File: config.mk
export PLATFORM = sky130hd
export DESIGN_NAME = camera_pixel_format_converter
export DESIGN_NICKNAME = d
export VERILOG_FILES = /design/src/hw/rtl/cpfc_pkg.sv /design/src/hw/rtl/camera_pixel_format_converter.sv /design/src/hw/rtl/cpfc_split.sv /design/src/hw/rtl/cpfc_pipe.sv
export VERILOG_INCLUDE_DIRS = /design/src /design/src/hw/rtl
export SDC_FILE = /design/constraint.sdc
export NUM_CORES = 1
export LEC_CHECK = 0
export ABC_CLOCK_PERIOD_IN_PS = 14900
export BUFFER_PORTS_ARGS = -buffer_cell sky130_fd_sc_hd__buf_4
export CORE_MARGIN = 5
export CORE_UTILIZATION = 55
export DETAILED_ROUTE_END_ITERATION = 8
export PLACE_DENSITY = 0.72
export SETUP_SLACK_MARGIN = 0.4
export SLEW_MARGIN = 20
export SYNTH_ARGS = -nofsm -noshare
export SYNTH_HDL_FRONTEND = slang
export SYNTH_SLANG_ARGS = --single-unit
File: constraint.sdc
create_clock -name clk -period 14.9 [get_ports clk]
set_clock_uncertainty 0.05 [all_clocks]
set_input_delay 0.745 -clock clk [delete_from_list [all_inputs] [get_ports clk]]
set_output_delay 0.745 -clock clk [all_outputs]
set_load 0.03 [all_outputs]
File: src/hw/rtl/camera_pixel_format_converter_assert.svh
// Assertion macros shared by the pixel format converter RTL.
`ifndef CAMERA_PIXEL_FORMAT_CONVERTER_ASSERT_SVH
`define CAMERA_PIXEL_FORMAT_CONVERTER_ASSERT_SVH

`ifndef SYNTHESIS
// Same-cycle implication, checked on every clock edge outside reset.
`define CPFC_ASSERT_IMP(lbl, ante, cons) \
  lbl: assert property (@(posedge clk) disable iff (rst) (ante) |-> (cons)) \
    else $error("cpfc: same-cycle check failed");
// Next-cycle implication, checked on every clock edge outside reset.
`define CPFC_ASSERT_NXT(lbl, ante, cons) \
  lbl: assert property (@(posedge clk) disable iff (rst) (ante) |=> (cons)) \
    else $error("cpfc: next-cycle check failed");
`else
`define CPFC_ASSERT_IMP(lbl, ante, cons)
`define CPFC_ASSERT_NXT(lbl, ante, cons)
`endif

`endif

File: src/hw/rtl/cpfc_pkg.sv
// Types and constants of the camera pixel format converter.
`default_nettype none
package cpfc_pkg;

  // Input format codes held in the format register.
  typedef enum logic [1:0] {
    FMT_RGB24 = 2'd0,
    FMT_BGR24 = 2'd1,
    FMT_YUYV  = 2'd2,
    FMT_RSVD  = 2'd3
  } fmt_t;

  // One input word: four bytes of camera data.
  typedef struct packed {
    logic [7:0] byte0;
    logic [7:0] byte1;
    logic [7:0] byte2;
    logic [7:0] byte3;
  } in_word_t;

  // One output word: an RGB888 pixel with its luma.
  typedef struct packed {
    logic [7:0] red;
    logic [7:0] green;
    logic [7:0] blue;
    logic [7:0] gray;
    logic       last_of_item;
  } out_word_t;

  // One pixel operation from the splitter to the arithmetic pipeline.
  // In RGB modes the bytes are R, G, B; in YUYV mode they are Y, U, V.
  typedef struct packed {
    logic       is_yuv;
    logic       last;
    logic [7:0] y_r;
    logic [7:0] u_g;
    logic [7:0] v_b;
  } pix_op_t;

  // Width of the signed channel sums, wide enough for every BT.601 term.
  localparam int unsigned SUM_W  = 20;
  // Width of the unsigned luma sum.
  localparam int unsigned LUMA_W = 16;

  // BT.601 integer coefficients and offsets.
  localparam logic signed [SUM_W-1:0] K_Y   = SUM_W'(298);
  localparam logic signed [SUM_W-1:0] K_RV  = SUM_W'(409);
  localparam logic signed [SUM_W-1:0] K_GU  = SUM_W'(100);
  localparam logic signed [SUM_W-1:0] K_GV  = SUM_W'(208);
  localparam logic signed [SUM_W-1:0] K_BU  = SUM_W'(516);
  localparam logic signed [SUM_W-1:0] K_RND = SUM_W'(128);
  localparam logic signed [9:0]       Y_OFS = 10'sd16;
  localparam logic signed [9:0]       C_OFS = 10'sd128;

  // Luma weights for RGB input.
  localparam logic [LUMA_W-1:0] K_LR = LUMA_W'(77);
  localparam logic [LUMA_W-1:0] K_LG = LUMA_W'(150);
  localparam logic [LUMA_W-1:0] K_LB = LUMA_W'(29);

endpackage
`default_nettype wire

File: src/hw/rtl/camera_pixel_format_converter.sv
// Top level of the camera pixel format converter.
// Converts camera words into RGB888 pixels with an 8-bit gray value. The format
// register selects RGB24, BGR24 or packed YUYV; write it only while no word is in
// flight. RGB24 and BGR24 words give one pixel each and are taken one per cycle
// while the pipeline does not stall. A YUYV word gives two BT.601 pixels (Y0
// first, then Y1 flagged last_of_item), one after the other, because the input
// stage issues one pixel per cycle into the arithmetic pipeline. Words that
// arrive with the unused format code are taken and dropped. An accepted word
// is first held in the input stage; its pixel operations are then registered
// as products, then as sums, and then clipped or passed into the output register.
// Back-pressure stalls the pipeline without losing or repeating a word.
`default_nettype none
module camera_pixel_format_converter (
  input  wire                 clk,
  input  wire                 rst,
  input  wire                 cfg_valid,
  output logic                cfg_ready,
  input  wire  [1:0]          cfg_data,
  input  wire                 in_valid,
  output logic                in_ready,
  input  cpfc_pkg::in_word_t  in_data,
  output logic                out_valid,
  input  wire                 out_ready,
  output cpfc_pkg::out_word_t out_data
);
  import cpfc_pkg::*;

  fmt_t    pixel_format;
  logic    op_valid;
  logic    op_ready;
  pix_op_t op;

  // Format register; writes are always taken.
  assign cfg_ready = 1'b1;

  always_ff @(posedge clk) begin
    if (rst) begin
      pixel_format <= FMT_RGB24;
    end else if (cfg_valid) begin
      pixel_format <= fmt_t'(cfg_data);
    end
  end

  // Input stage: one or two pixel operations per word, none for the unused format.
  cpfc_split u_split (
    .clk      (clk),
    .rst      (rst),
    .fmt      (pixel_format),
    .in_valid (in_valid),
    .in_ready (in_ready),
    .in_data  (in_data),
    .op_valid (op_valid),
    .op_ready (op_ready),
    .op       (op)
  );

  // Arithmetic pipeline and output register.
  cpfc_pipe u_pipe (
    .clk       (clk),
    .rst       (rst),
    .op_valid  (op_valid),
    .op_ready  (op_ready),
    .op        (op),
    .out_valid (out_valid),
    .out_ready (out_ready),
    .out_data  (out_data)
  );

endmodule
`default_nettype wire

File: src/hw/rtl/cpfc_split.sv
// Input stage: holds one input word and issues one or two pixel operations (none for the unused format).
`default_nettype none
`include "camera_pixel_format_converter_assert.svh"
module cpfc_split (
  input  wire                clk,
  input  wire                rst,
  input  cpfc_pkg::fmt_t     fmt,
  input  wire                in_valid,
  output logic               in_ready,
  input  cpfc_pkg::in_word_t in_data,
  output logic               op_valid,
  input  wire                op_ready,
  output cpfc_pkg::pix_op_t  op
);
  import cpfc_pkg::*;

  logic     hold_v;
  logic     phase;
  in_word_t hold;
  fmt_t     hold_fmt;
  logic     done;
  logic     take;

  // Build the pixel operation for the current phase of the held word.
  always_comb begin
    op       = '0;
    op_valid = hold_v;
    unique case (hold_fmt)
      FMT_YUYV: begin
        op.is_yuv = 1'b1;
        op.last   = phase;
        op.y_r    = phase ? hold.byte2 : hold.byte0;
        op.u_g    = hold.byte1;
        op.v_b    = hold.byte3;
      end
      FMT_BGR24: begin
        op.last = 1'b1;
        op.y_r  = hold.byte2;
        op.u_g  = hold.byte1;
        op.v_b  = hold.byte0;
      end
      FMT_RGB24, FMT_RSVD: begin
        op.last = 1'b1;
        op.y_r  = hold.byte0;
        op.u_g  = hold.byte1;
        op.v_b  = hold.byte2;
      end
      default: begin
        op.last = 1'b1;
      end
    endcase
  end

  // The held word is finished once its last pixel leaves.
  assign done     = hold_v && op_ready && op.last;
  assign in_ready = !hold_v || done;
  assign take     = in_valid && in_ready;

  // Control state: word valid and YUYV phase.
  always_ff @(posedge clk) begin
    if (rst) begin
      hold_v <= 1'b0;
      phase  <= 1'b0;
    end else if (take) begin
      // Words in the unused format are consumed and dropped.
      hold_v <= (fmt != FMT_RSVD);
      phase  <= 1'b0;
    end else if (done) begin
      hold_v <= 1'b0;
      phase  <= 1'b0;
    end else if (hold_v && op_ready) begin
      phase <= 1'b1;
    end
  end

  // Payload of the held word.
  always_ff @(posedge clk) begin
    if (take) begin
      hold     <= in_data;
      hold_fmt <= fmt;
    end
  end

  // The second pixel only exists for a held YUYV word.
  `CPFC_ASSERT_IMP(a_phase_yuv, phase, hold_v && (hold_fmt == FMT_YUYV))
  // A stalled pixel operation is offered again unchanged.
  `CPFC_ASSERT_NXT(a_op_hold, op_valid && !op_ready, op_valid && $stable(op))

endmodule
`default_nettype wire

File: src/hw/rtl/cpfc_pipe.sv
// Arithmetic pipeline: products, channel sums, then clipping into the output register.
`default_nettype none
`include "camera_pixel_format_converter_assert.svh"
module cpfc_pipe (
  input  wire                 clk,
  input  wire                 rst,
  input  wire                 op_valid,
  output logic                op_ready,
  input  cpfc_pkg::pix_op_t   op,
  output logic                out_valid,
  input  wire                 out_ready,
  output cpfc_pkg::out_word_t out_data
);
  import cpfc_pkg::*;

  // Product stage contents.
  typedef struct packed {
    logic                    is_yuv;
    logic                    last;
    logic [7:0]              y_r;
    logic [7:0]              u_g;
    logic [7:0]              v_b;
    logic signed [SUM_W-1:0] m_y;
    logic signed [SUM_W-1:0] m_rv;
    logic signed [SUM_W-1:0] m_gu;
    logic signed [SUM_W-1:0] m_gv;
    logic signed [SUM_W-1:0] m_bu;
    logic [LUMA_W-1:0]       m_lr;
    logic [LUMA_W-1:0]       m_lg;
    logic [LUMA_W-1:0]       m_lb;
  } prod_t;

  // Sum stage contents.
  typedef struct packed {
    logic                    is_yuv;
    logic                    last;
    logic [7:0]              y_r;
    logic [7:0]              u_g;
    logic [7:0]              v_b;
    logic signed [SUM_W-1:0] s_r;
    logic signed [SUM_W-1:0] s_g;
    logic signed [SUM_W-1:0] s_b;
    logic [7:0]              luma;
  } sum_t;

  // Shift a channel sum down by eight and clip it to 0..255.
  function automatic logic [7:0] clip8(input logic signed [SUM_W-1:0] s);
    logic [7:0] res;
    if (s[SUM_W-1]) begin
      res = 8'd0;
    end else if (|s[SUM_W-2:16]) begin
      res = 8'hFF;
    end else begin
      res = s[15:8];
    end
    return res;
  endfunction

  logic            v1;
  logic            v2;
  logic            vo;
  logic            adv1;
  logic            adv2;
  logic            advo;
  prod_t           p1;
  prod_t           p1_next;
  sum_t            s2;
  sum_t            s2_next;
  out_word_t       ow;
  out_word_t       ow_next;
  logic signed [9:0] c;
  logic signed [9:0] d;
  logic signed [9:0] e;
  logic [LUMA_W-1:0] luma_sum;

  // Stall chain: a stage moves when it is empty or the stage after it moves.
  assign advo     = !vo || out_ready;
  assign adv2     = !v2 || advo;
  assign adv1     = !v1 || adv2;
  assign op_ready = adv1;

  // First stage: offsets removed and all coefficient products formed.
  always_comb begin
    c = $signed({2'b00, op.y_r}) - Y_OFS;
    d = $signed({2'b00, op.u_g}) - C_OFS;
    e = $signed({2'b00, op.v_b}) - C_OFS;
    p1_next.is_yuv = op.is_yuv;
    p1_next.last   = op.last;
    p1_next.y_r    = op.y_r;
    p1_next.u_g    = op.u_g;
    p1_next.v_b    = op.v_b;
    p1_next.m_y    = SUM_W'(c) * K_Y;
    p1_next.m_rv   = SUM_W'(e) * K_RV;
    p1_next.m_gu   = SUM_W'(d) * K_GU;
    p1_next.m_gv   = SUM_W'(e) * K_GV;
    p1_next.m_bu   = SUM_W'(d) * K_BU;
    p1_next.m_lr   = LUMA_W'(op.y_r) * K_LR;
    p1_next.m_lg   = LUMA_W'(op.u_g) * K_LG;
    p1_next.m_lb   = LUMA_W'(op.v_b) * K_LB;
  end

  // Second stage: channel sums with rounding, and the RGB luma.
  always_comb begin
    luma_sum       = p1.m_lr + p1.m_lg + p1.m_lb;
    s2_next.is_yuv = p1.is_yuv;
    s2_next.last   = p1.last;
    s2_next.y_r    = p1.y_r;
    s2_next.u_g    = p1.u_g;
    s2_next.v_b    = p1.v_b;
    s2_next.s_r    = p1.m_y + p1.m_rv + K_RND;
    s2_next.s_g    = p1.m_y - p1.m_gu - p1.m_gv + K_RND;
    s2_next.s_b    = p1.m_y + p1.m_bu + K_RND;
    s2_next.luma   = luma_sum[LUMA_W-1:8];
  end

  // Third stage: clip YUV channels or pass RGB bytes, pick the gray value.
  always_comb begin
    ow_next.last_of_item = s2.last;
    if (s2.is_yuv) begin
      ow_next.red   = clip8(s2.s_r);
      ow_next.green = clip8(s2.s_g);
      ow_next.blue  = clip8(s2.s_b);
      ow_next.gray  = s2.y_r;
    end else begin
      ow_next.red   = s2.y_r;
      ow_next.green = s2.u_g;
      ow_next.blue  = s2.v_b;
      ow_next.gray  = s2.luma;
    end
  end

  // Stage valid bits.
  always_ff @(posedge clk) begin
    if (rst) begin
      v1 <= 1'b0;
      v2 <= 1'b0;
      vo <= 1'b0;
    end else begin
      if (adv1) begin
        v1 <= op_valid;
      end
      if (adv2) begin
        v2 <= v1;
      end
      if (advo) begin
        vo <= v2;
      end
    end
  end

  // Stage payloads, loaded only with a valid word.
  always_ff @(posedge clk) begin
    if (adv1 && op_valid) begin
      p1 <= p1_next;
    end
    if (adv2 && v1) begin
      s2 <= s2_next;
    end
    if (advo && v2) begin
      ow <= ow_next;
    end
  end

  assign out_valid = vo;
  assign out_data  = ow;

  // A held sum stage keeps its word while the output is blocked.
  `CPFC_ASSERT_NXT(a_s2_hold, v2 && !adv2, v2 && $stable(s2))
  // An RGB pixel is always the last pixel of its word.
  `CPFC_ASSERT_IMP(a_rgb_last, v2 && !s2.is_yuv, s2.last)

endmodule
`default_nettype wire

; ---- Word-level counts from Yosys, hierarchy flattened
; Cells that the tools add are included.
[classes]
mul = 8
add_sub_neg = 12
n_reduce_logical = 20
shift = 0
n_mux = 12
magnitude_cmp = 0
n_bitwise = 0
div = 0
n_eq_ne = 4
[op_table]
columns = op, n
row1 = 25-bit case mux with 3 select lines, 1
row2 = "20-bit by 9-bit adder with 20-bit output, second input constant", 3
row3 = 8-bit 2-to-1 mux, 7
row4 = 20-bit adder, 2
row5 = 20-bit subtractor, 2
row6 = "9-bit by 9-bit multiplier with 18-bit output, second input constant", 2
row7 = 32-bit 2-to-1 mux, 1
row8 = "8-bit by 7-bit multiplier with 15-bit output, second input constant", 2
row9 = "9-bit by 10-bit multiplier with 19-bit output, second input constant", 1
row10 = "8-bit by 8-bit subtractor with 9-bit output, second input constant", 2
row11 = 15-bit by 16-bit adder with 16-bit output, 1
row12 = 16-bit by 13-bit adder with 16-bit output, 1
row13 = "9-bit by 6-bit multiplier with 15-bit output, second input constant", 1
row14 = "9-bit by 5-bit multiplier with 14-bit output, second input constant", 1
row15 = "8-bit by 5-bit multiplier with 13-bit output, second input constant", 1
row16 = 3-bit OR reduction, 4
row17 = "8-bit by 5-bit subtractor with 9-bit output, second input constant", 1
row18 = 1-bit logical AND, 5
row19 = "2-bit == test, second input constant", 2
row20 = 1-bit logical NOT, 4
row21 = 1-bit logical OR, 4
row22 = 1-bit 2-to-1 mux, 3
row23 = "2-bit by 1-bit == test with 1-bit output, second input constant", 1
row24 = 2-bit logical NOT, 1
row25 = other kinds (3), 3
[word_totals]
rom_bits = 0
mem_count = 0
ramBits = 0
word_cells = 94
latchBits = 0
regBits = 328
output_inout_bits = 36

; ---- Longest topological paths before layout
[depth]
word_depth = 9
depth_mapped = 24
depth_no_buf = 23

; ---- Hierarchy
; Synthesis repeated with hierarchy kept, for this count alone.
[unflattened]
hier_cells = 1712
hier_area_um2 = 20189.4
[by_module_without_submodules]
columns = mod, cells_per_inst, area_per_inst_um2, instances
row1 = cpfc_pipe, 1589, 18506.5, 1
row2 = cpfc_split, 115, 1604.0, 1
row3 = camera_pixel_format_converter, 8, 78.8, 1

; ---- Worst setup path after synthesis
; Ideal clock, no wire load.
[synth_path]
path_kind = input to register
from = input port out_ready
to = register u_split.hold[0] (netlist name), enable pin
setup_slack_ps = 5418
t_required_ps = 14456
setup_time_ps = 394
n_path_buf = 0
arrival_time_ps = 9037
cell_stages = 6
cell_sequence = nor2b_1 and2_1 a21oi_1 nand2_1 nand2_1 and2_1
[synth_via]
elab_chain_cells = 7
[synth_rtl]
columns = item, line_no
row1 = from (decl), camera_pixel_format_converter.sv:23  ; input wire out_ready,
row2 = 1-bit logical OR, cpfc_pipe.sv:77  ; assign advo = !vo || out_ready;
row3 = 1-bit logical OR, cpfc_pipe.sv:78  ; assign adv2 = !v2 || advo;
row4 = 1-bit logical OR, cpfc_pipe.sv:79  ; assign adv1 = !v1 || adv2;
row5 = 1-bit logical AND (2 in a row), cpfc_split.sv:55  ; assign done = hold_v && op_ready && op.last;
row6 = 1-bit logical OR, cpfc_split.sv:56  ; assign in_ready = !hold_v || done;
row7 = named net in_ready, camera_pixel_format_converter.sv:20  ; output logic in_ready,
row8 = 1-bit logical AND, cpfc_split.sv:57  ; assign take = in_valid && in_ready;
row9 = named net u_split.take, cpfc_split.sv:22  ; logic take;
row10 = to (signal assigned), cpfc_split.sv:79  ; hold <= in_data;
row11 = to (decl), cpfc_split.sv:19  ; in_word_t hold;
; The timed path passes the listed nets, and every way through them passes these cells.
; A chain may end at the register's enable or synchronous reset.

==> impl_metrics.env <==
export IMPL_io_pins=75
export IMPL_leakagePower_uw=0.0102
export IMPL_min_delay_start="in_data[0]"
export IMPL_holdPathEnd="u_split.hold[0]$_DFFE_PP_"
export IMPL_maxCapViolCount=0
export IMPL_met3_usage_pct=2.13
export IMPL_cts_tree="done"
export IMPL_post_cts_buffers=0
export IMPL_synth_mux_area_share_pct=2.30
export IMPL_fmax_mhz=151
export IMPL_design_die_area_sq_mm=0.0403
export IMPL_firstDrtPassIters=5
export IMPL_finalCritPeriodShare_pct=44.3
export IMPL_holdBufCountCts=0
export IMPL_crit_required_ps=15180
export IMPL_die_w_um=201
export IMPL_synthFlopType="edfxtp_1"
export IMPL_initial_core_util_pct=55.3
export IMPL_ant_nets=0
export IMPL_crit_buf_inv=5
export IMPL_relSlewSlack_pct=31.1
export IMPL_critPathCaptureType="flip-flop"
export IMPL_ir_drop_uv=154
export IMPL_grt_busiest_layer="met2"
export IMPL_wl_per_cell_um=18.8
export IMPL_seq_area_frac_synth_pct=40.4
export IMPL_grt_use_total_pct=21.4
export IMPL_synth_edf_count=265
export IMPL_hold_path_class="in -> reg"
export IMPL_clkSlewWorstSetupHoldPaths_ps=70
export IMPL_synthTopCellsByArea="edfxtp_1, ha_1, fa_1, inv_1, xnor2_1"
export IMPL_reg2reg_to="u_pipe.p1[146]$_DFFE_PP_"
export IMPL_setup_violations=0
export IMPL_post_route_min_period_ps=6610
export IMPL_syn_nets=2186
export IMPL_die_h_um=201
export IMPL_core_area_sq_mm=0.0363
export IMPL_grt_pass1_vias=13064
export IMPL_path_class="reg -> reg"
export IMPL_numPortBuffers=73
export IMPL_ctsHtreeMaxLevel=1
export IMPL_reg2reg_depth=21
export IMPL_grt_max_degree=68
export IMPL_crit_chain="inv_1 -> ha_1 -> a221oi_1 -> a21oi_1 -> inv_1 -> ha_1 -> nand3_1 -> inv_1 -> ha_1 -> ha_1 -> inv_1 -> fa_1 -> fa_1 -> inv_1 -> ha_1 -> o21a_1 -> o21ai_0 -> a21oi_1 -> a211oi_1 -> a21oi_1 -> xnor2_1"
export IMPL_critPathTopFamily="adder cells"
export IMPL_r2r_start="u_split.hold_fmt[0]$_DFFE_PP_"
export IMPL_ys_seq_elements=272
export IMPL_reg2reg_slack_ps=8290
export IMPL_slew_violations=0
export IMPL_worst_slew_pin_slew_ps=1030
export IMPL_use_met1_pct=28.4
export IMPL_grt_util_met2_pct=36.6
export IMPL_diodes=0
export IMPL_nets=2282
export IMPL_crit_arrival_ps=6880
export IMPL_gp_congestion=0.875
export IMPL_grt_pass1_wl_um=68900
export IMPL_yosys_warnings=0
export IMPL_synth_top_family_by_area="adder cells"
export IMPL_syn_cell_area_sq_mm=0.0200
export IMPL_status="finished, final reports clean"
export IMPL_gr_total_overflow=0
export IMPL_ctsResizeCount=0
export IMPL_yosysTopAreaCell="edfxtp_1"
export IMPL_drtIter0Drc=540
export IMPL_cts_sinks=272
export IMPL_syn2layout_area_growth_pct=11.1
export IMPL_rows=70
export IMPL_crit_fanout=35
export IMPL_cts_buffers=30
export IMPL_via_per_inst=5.49
export IMPL_dr_total_vias=12487
export IMPL_synth_simple_gate_area_share_pct=5.37
export IMPL_synth_compound_area_share_pct=8.87
export IMPL_synthTopCellsByCount="ha_1, inv_1, edfxtp_1"
export IMPL_setup_tns_ps=0
export IMPL_synth_cells=1687
export IMPL_synth_top_area_share_pct=39.7
export IMPL_clock_path_buffers=3
export IMPL_antenna_found_initial=0
export IMPL_crit_path_top_delay_cell="ha_1"
export IMPL_final_cells=2274
export IMPL_cts_root_buffer="clkbuf_16"
export IMPL_rsz0062_at_grt="no"
export IMPL_clkLatencyLatePin_ps=590
export IMPL_drcViolationCount=0
export IMPL_critPathMaxStageDelay_ps=840
export IMPL_synth_fa_ha_area_share_pct=32.2
export IMPL_dp_cells=2218
export IMPL_fillCellCount=2882
export IMPL_drive_above_1_share_pct=10.3
export IMPL_synthArstFlopShare_pct=0
export IMPL_synth_most_common_cell="ha_1"
export IMPL_syn_avg_cell_area_sq_um=11.9
export IMPL_hold_viol_final=0
export IMPL_start_kind="flip-flop"
export IMPL_whs_path_depth=1
export IMPL_wl_um=42800
export IMPL_synth_cell_types=68
export IMPL_synth_xor_area_share_pct=5.29
export IMPL_hpwl_um=33500
export IMPL_powerDensity_mw_per_mm2=221
## flip-flops by register name, summed over array words and instances, names as in the netlist, 2 cells and up
register,cells
u_split.hold,32
u_pipe.s2,69
u_pipe.p1,128
u_pipe.out_data,33
pixel_format,2
u_split.hold_fmt,2
## cell families (layout without fill, tap and decap cells)
kind of cell             count (synthesis)  in the layout
adder cells (fa/ha/maj)                460            460
buffers and inverters                  294            413
flip-flops                             272            272
AO/OA/AOI/OAI                          267            267
AND/OR/NAND/NOR                        230            230
XOR/XNOR                               121            121
multiplexers                            42             42
other                                    1              1
## cell type report
class,count,area (sq um),area share [%]
Tap cell,468,586,2.63
Clock buffer,34,787,3.53
Inverter,274,1030,4.62
Multi-Input combinational cell,1121,10900,48.7
Clock inverter,21,263,1.18
Sequential cell,272,8100,36.4
Timing Repair Buffer,84,651,2.92
## worst max-delay path by stage
stage                                        from                   endpoint  slack, ps  cells past startpoint
floorplan                               out_ready  u_split.hold[0]$_DFFE_PP_       5420                      6
global placement    u_split.hold_fmt[0]$_DFFE_PP_   u_pipe.p1[146]$_DFFE_PP_       8520                     21
detailed placement  u_split.hold_fmt[0]$_DFFE_PP_   u_pipe.p1[146]$_DFFE_PP_       8320                     21
CTS                 u_split.hold_fmt[0]$_DFFE_PP_   u_pipe.p1[146]$_DFFE_PP_       8300                     21
global route        u_split.hold_fmt[0]$_DFFE_PP_   u_pipe.p1[146]$_DFFE_PP_       7750                     21
finish              u_split.hold_fmt[0]$_DFFE_PP_   u_pipe.p1[146]$_DFFE_PP_       8290                     21
## per-layer routing
layer,up-vias,part of all wire (%),wire (um)
met5,-,0,0
met4,0,4.2,1810
met3,83,2.7,1150
met2,235,48,20600
met1,6068,45,19200
li1,6101,-,-
## per-stage QoR
stage / instance area (sq um) / power (uW) / util, % / hold WS, ps / setup WS, ps
2_1_floorplan: 20000 / 3450 / - / 350 / 5420
3_3_place_gp: 21200 / 4050 / 58.4 / 351 / 8520
3_5_place_dp: 21200 / 4110 / 58.4 / 355 / 8320
4_1_cts: 22200 / 4940 / 61.3 / 246 / 8300
5_1_grt: 22300 / 5360 / 61.4 / 265 / 7750
6_report: 22300 / 4920 / 61.4 / 280 / 8290
## power by group
group | internal, uW | switching [uW] | leakage, uW | total (uW)
Combinational | 1250 | 1570 | 0.00717 | 2820
Clock | 481 | 307 | 0.000504 | 788
Sequential | 1210 | 105 | 0.00255 | 1310
Total | 2940 | 1980 | 0.0102 | 4920
## cell usage in the layout, fill, tap and decap left out, types with 10 or more instances in the layout
cell type / synthesis / final
nor3_1: 19 / 19
o21bai_1: 18 / 18
nand2_1: 33 / 33
o21ai_0: 31 / 30
a21o_1: 30 / 30
fa_1: 92 / 92
ha_1: 368 / 368
nor2_1: 106 / 106
buf_4: 1 / 83
edfxtp_1: 265 / 265
clkbuf_16: 0 / 31
mux2_2: 33 / 33
nand3_1: 10 / 10
a21oi_1: 91 / 90
inv_1: 274 / 274
o21a_1: 23 / 23
nor2b_1: 16 / 14
xor2_1: 36 / 36
xnor2_1: 85 / 85
Note: power is estimated with default switching activity, not from simulation.
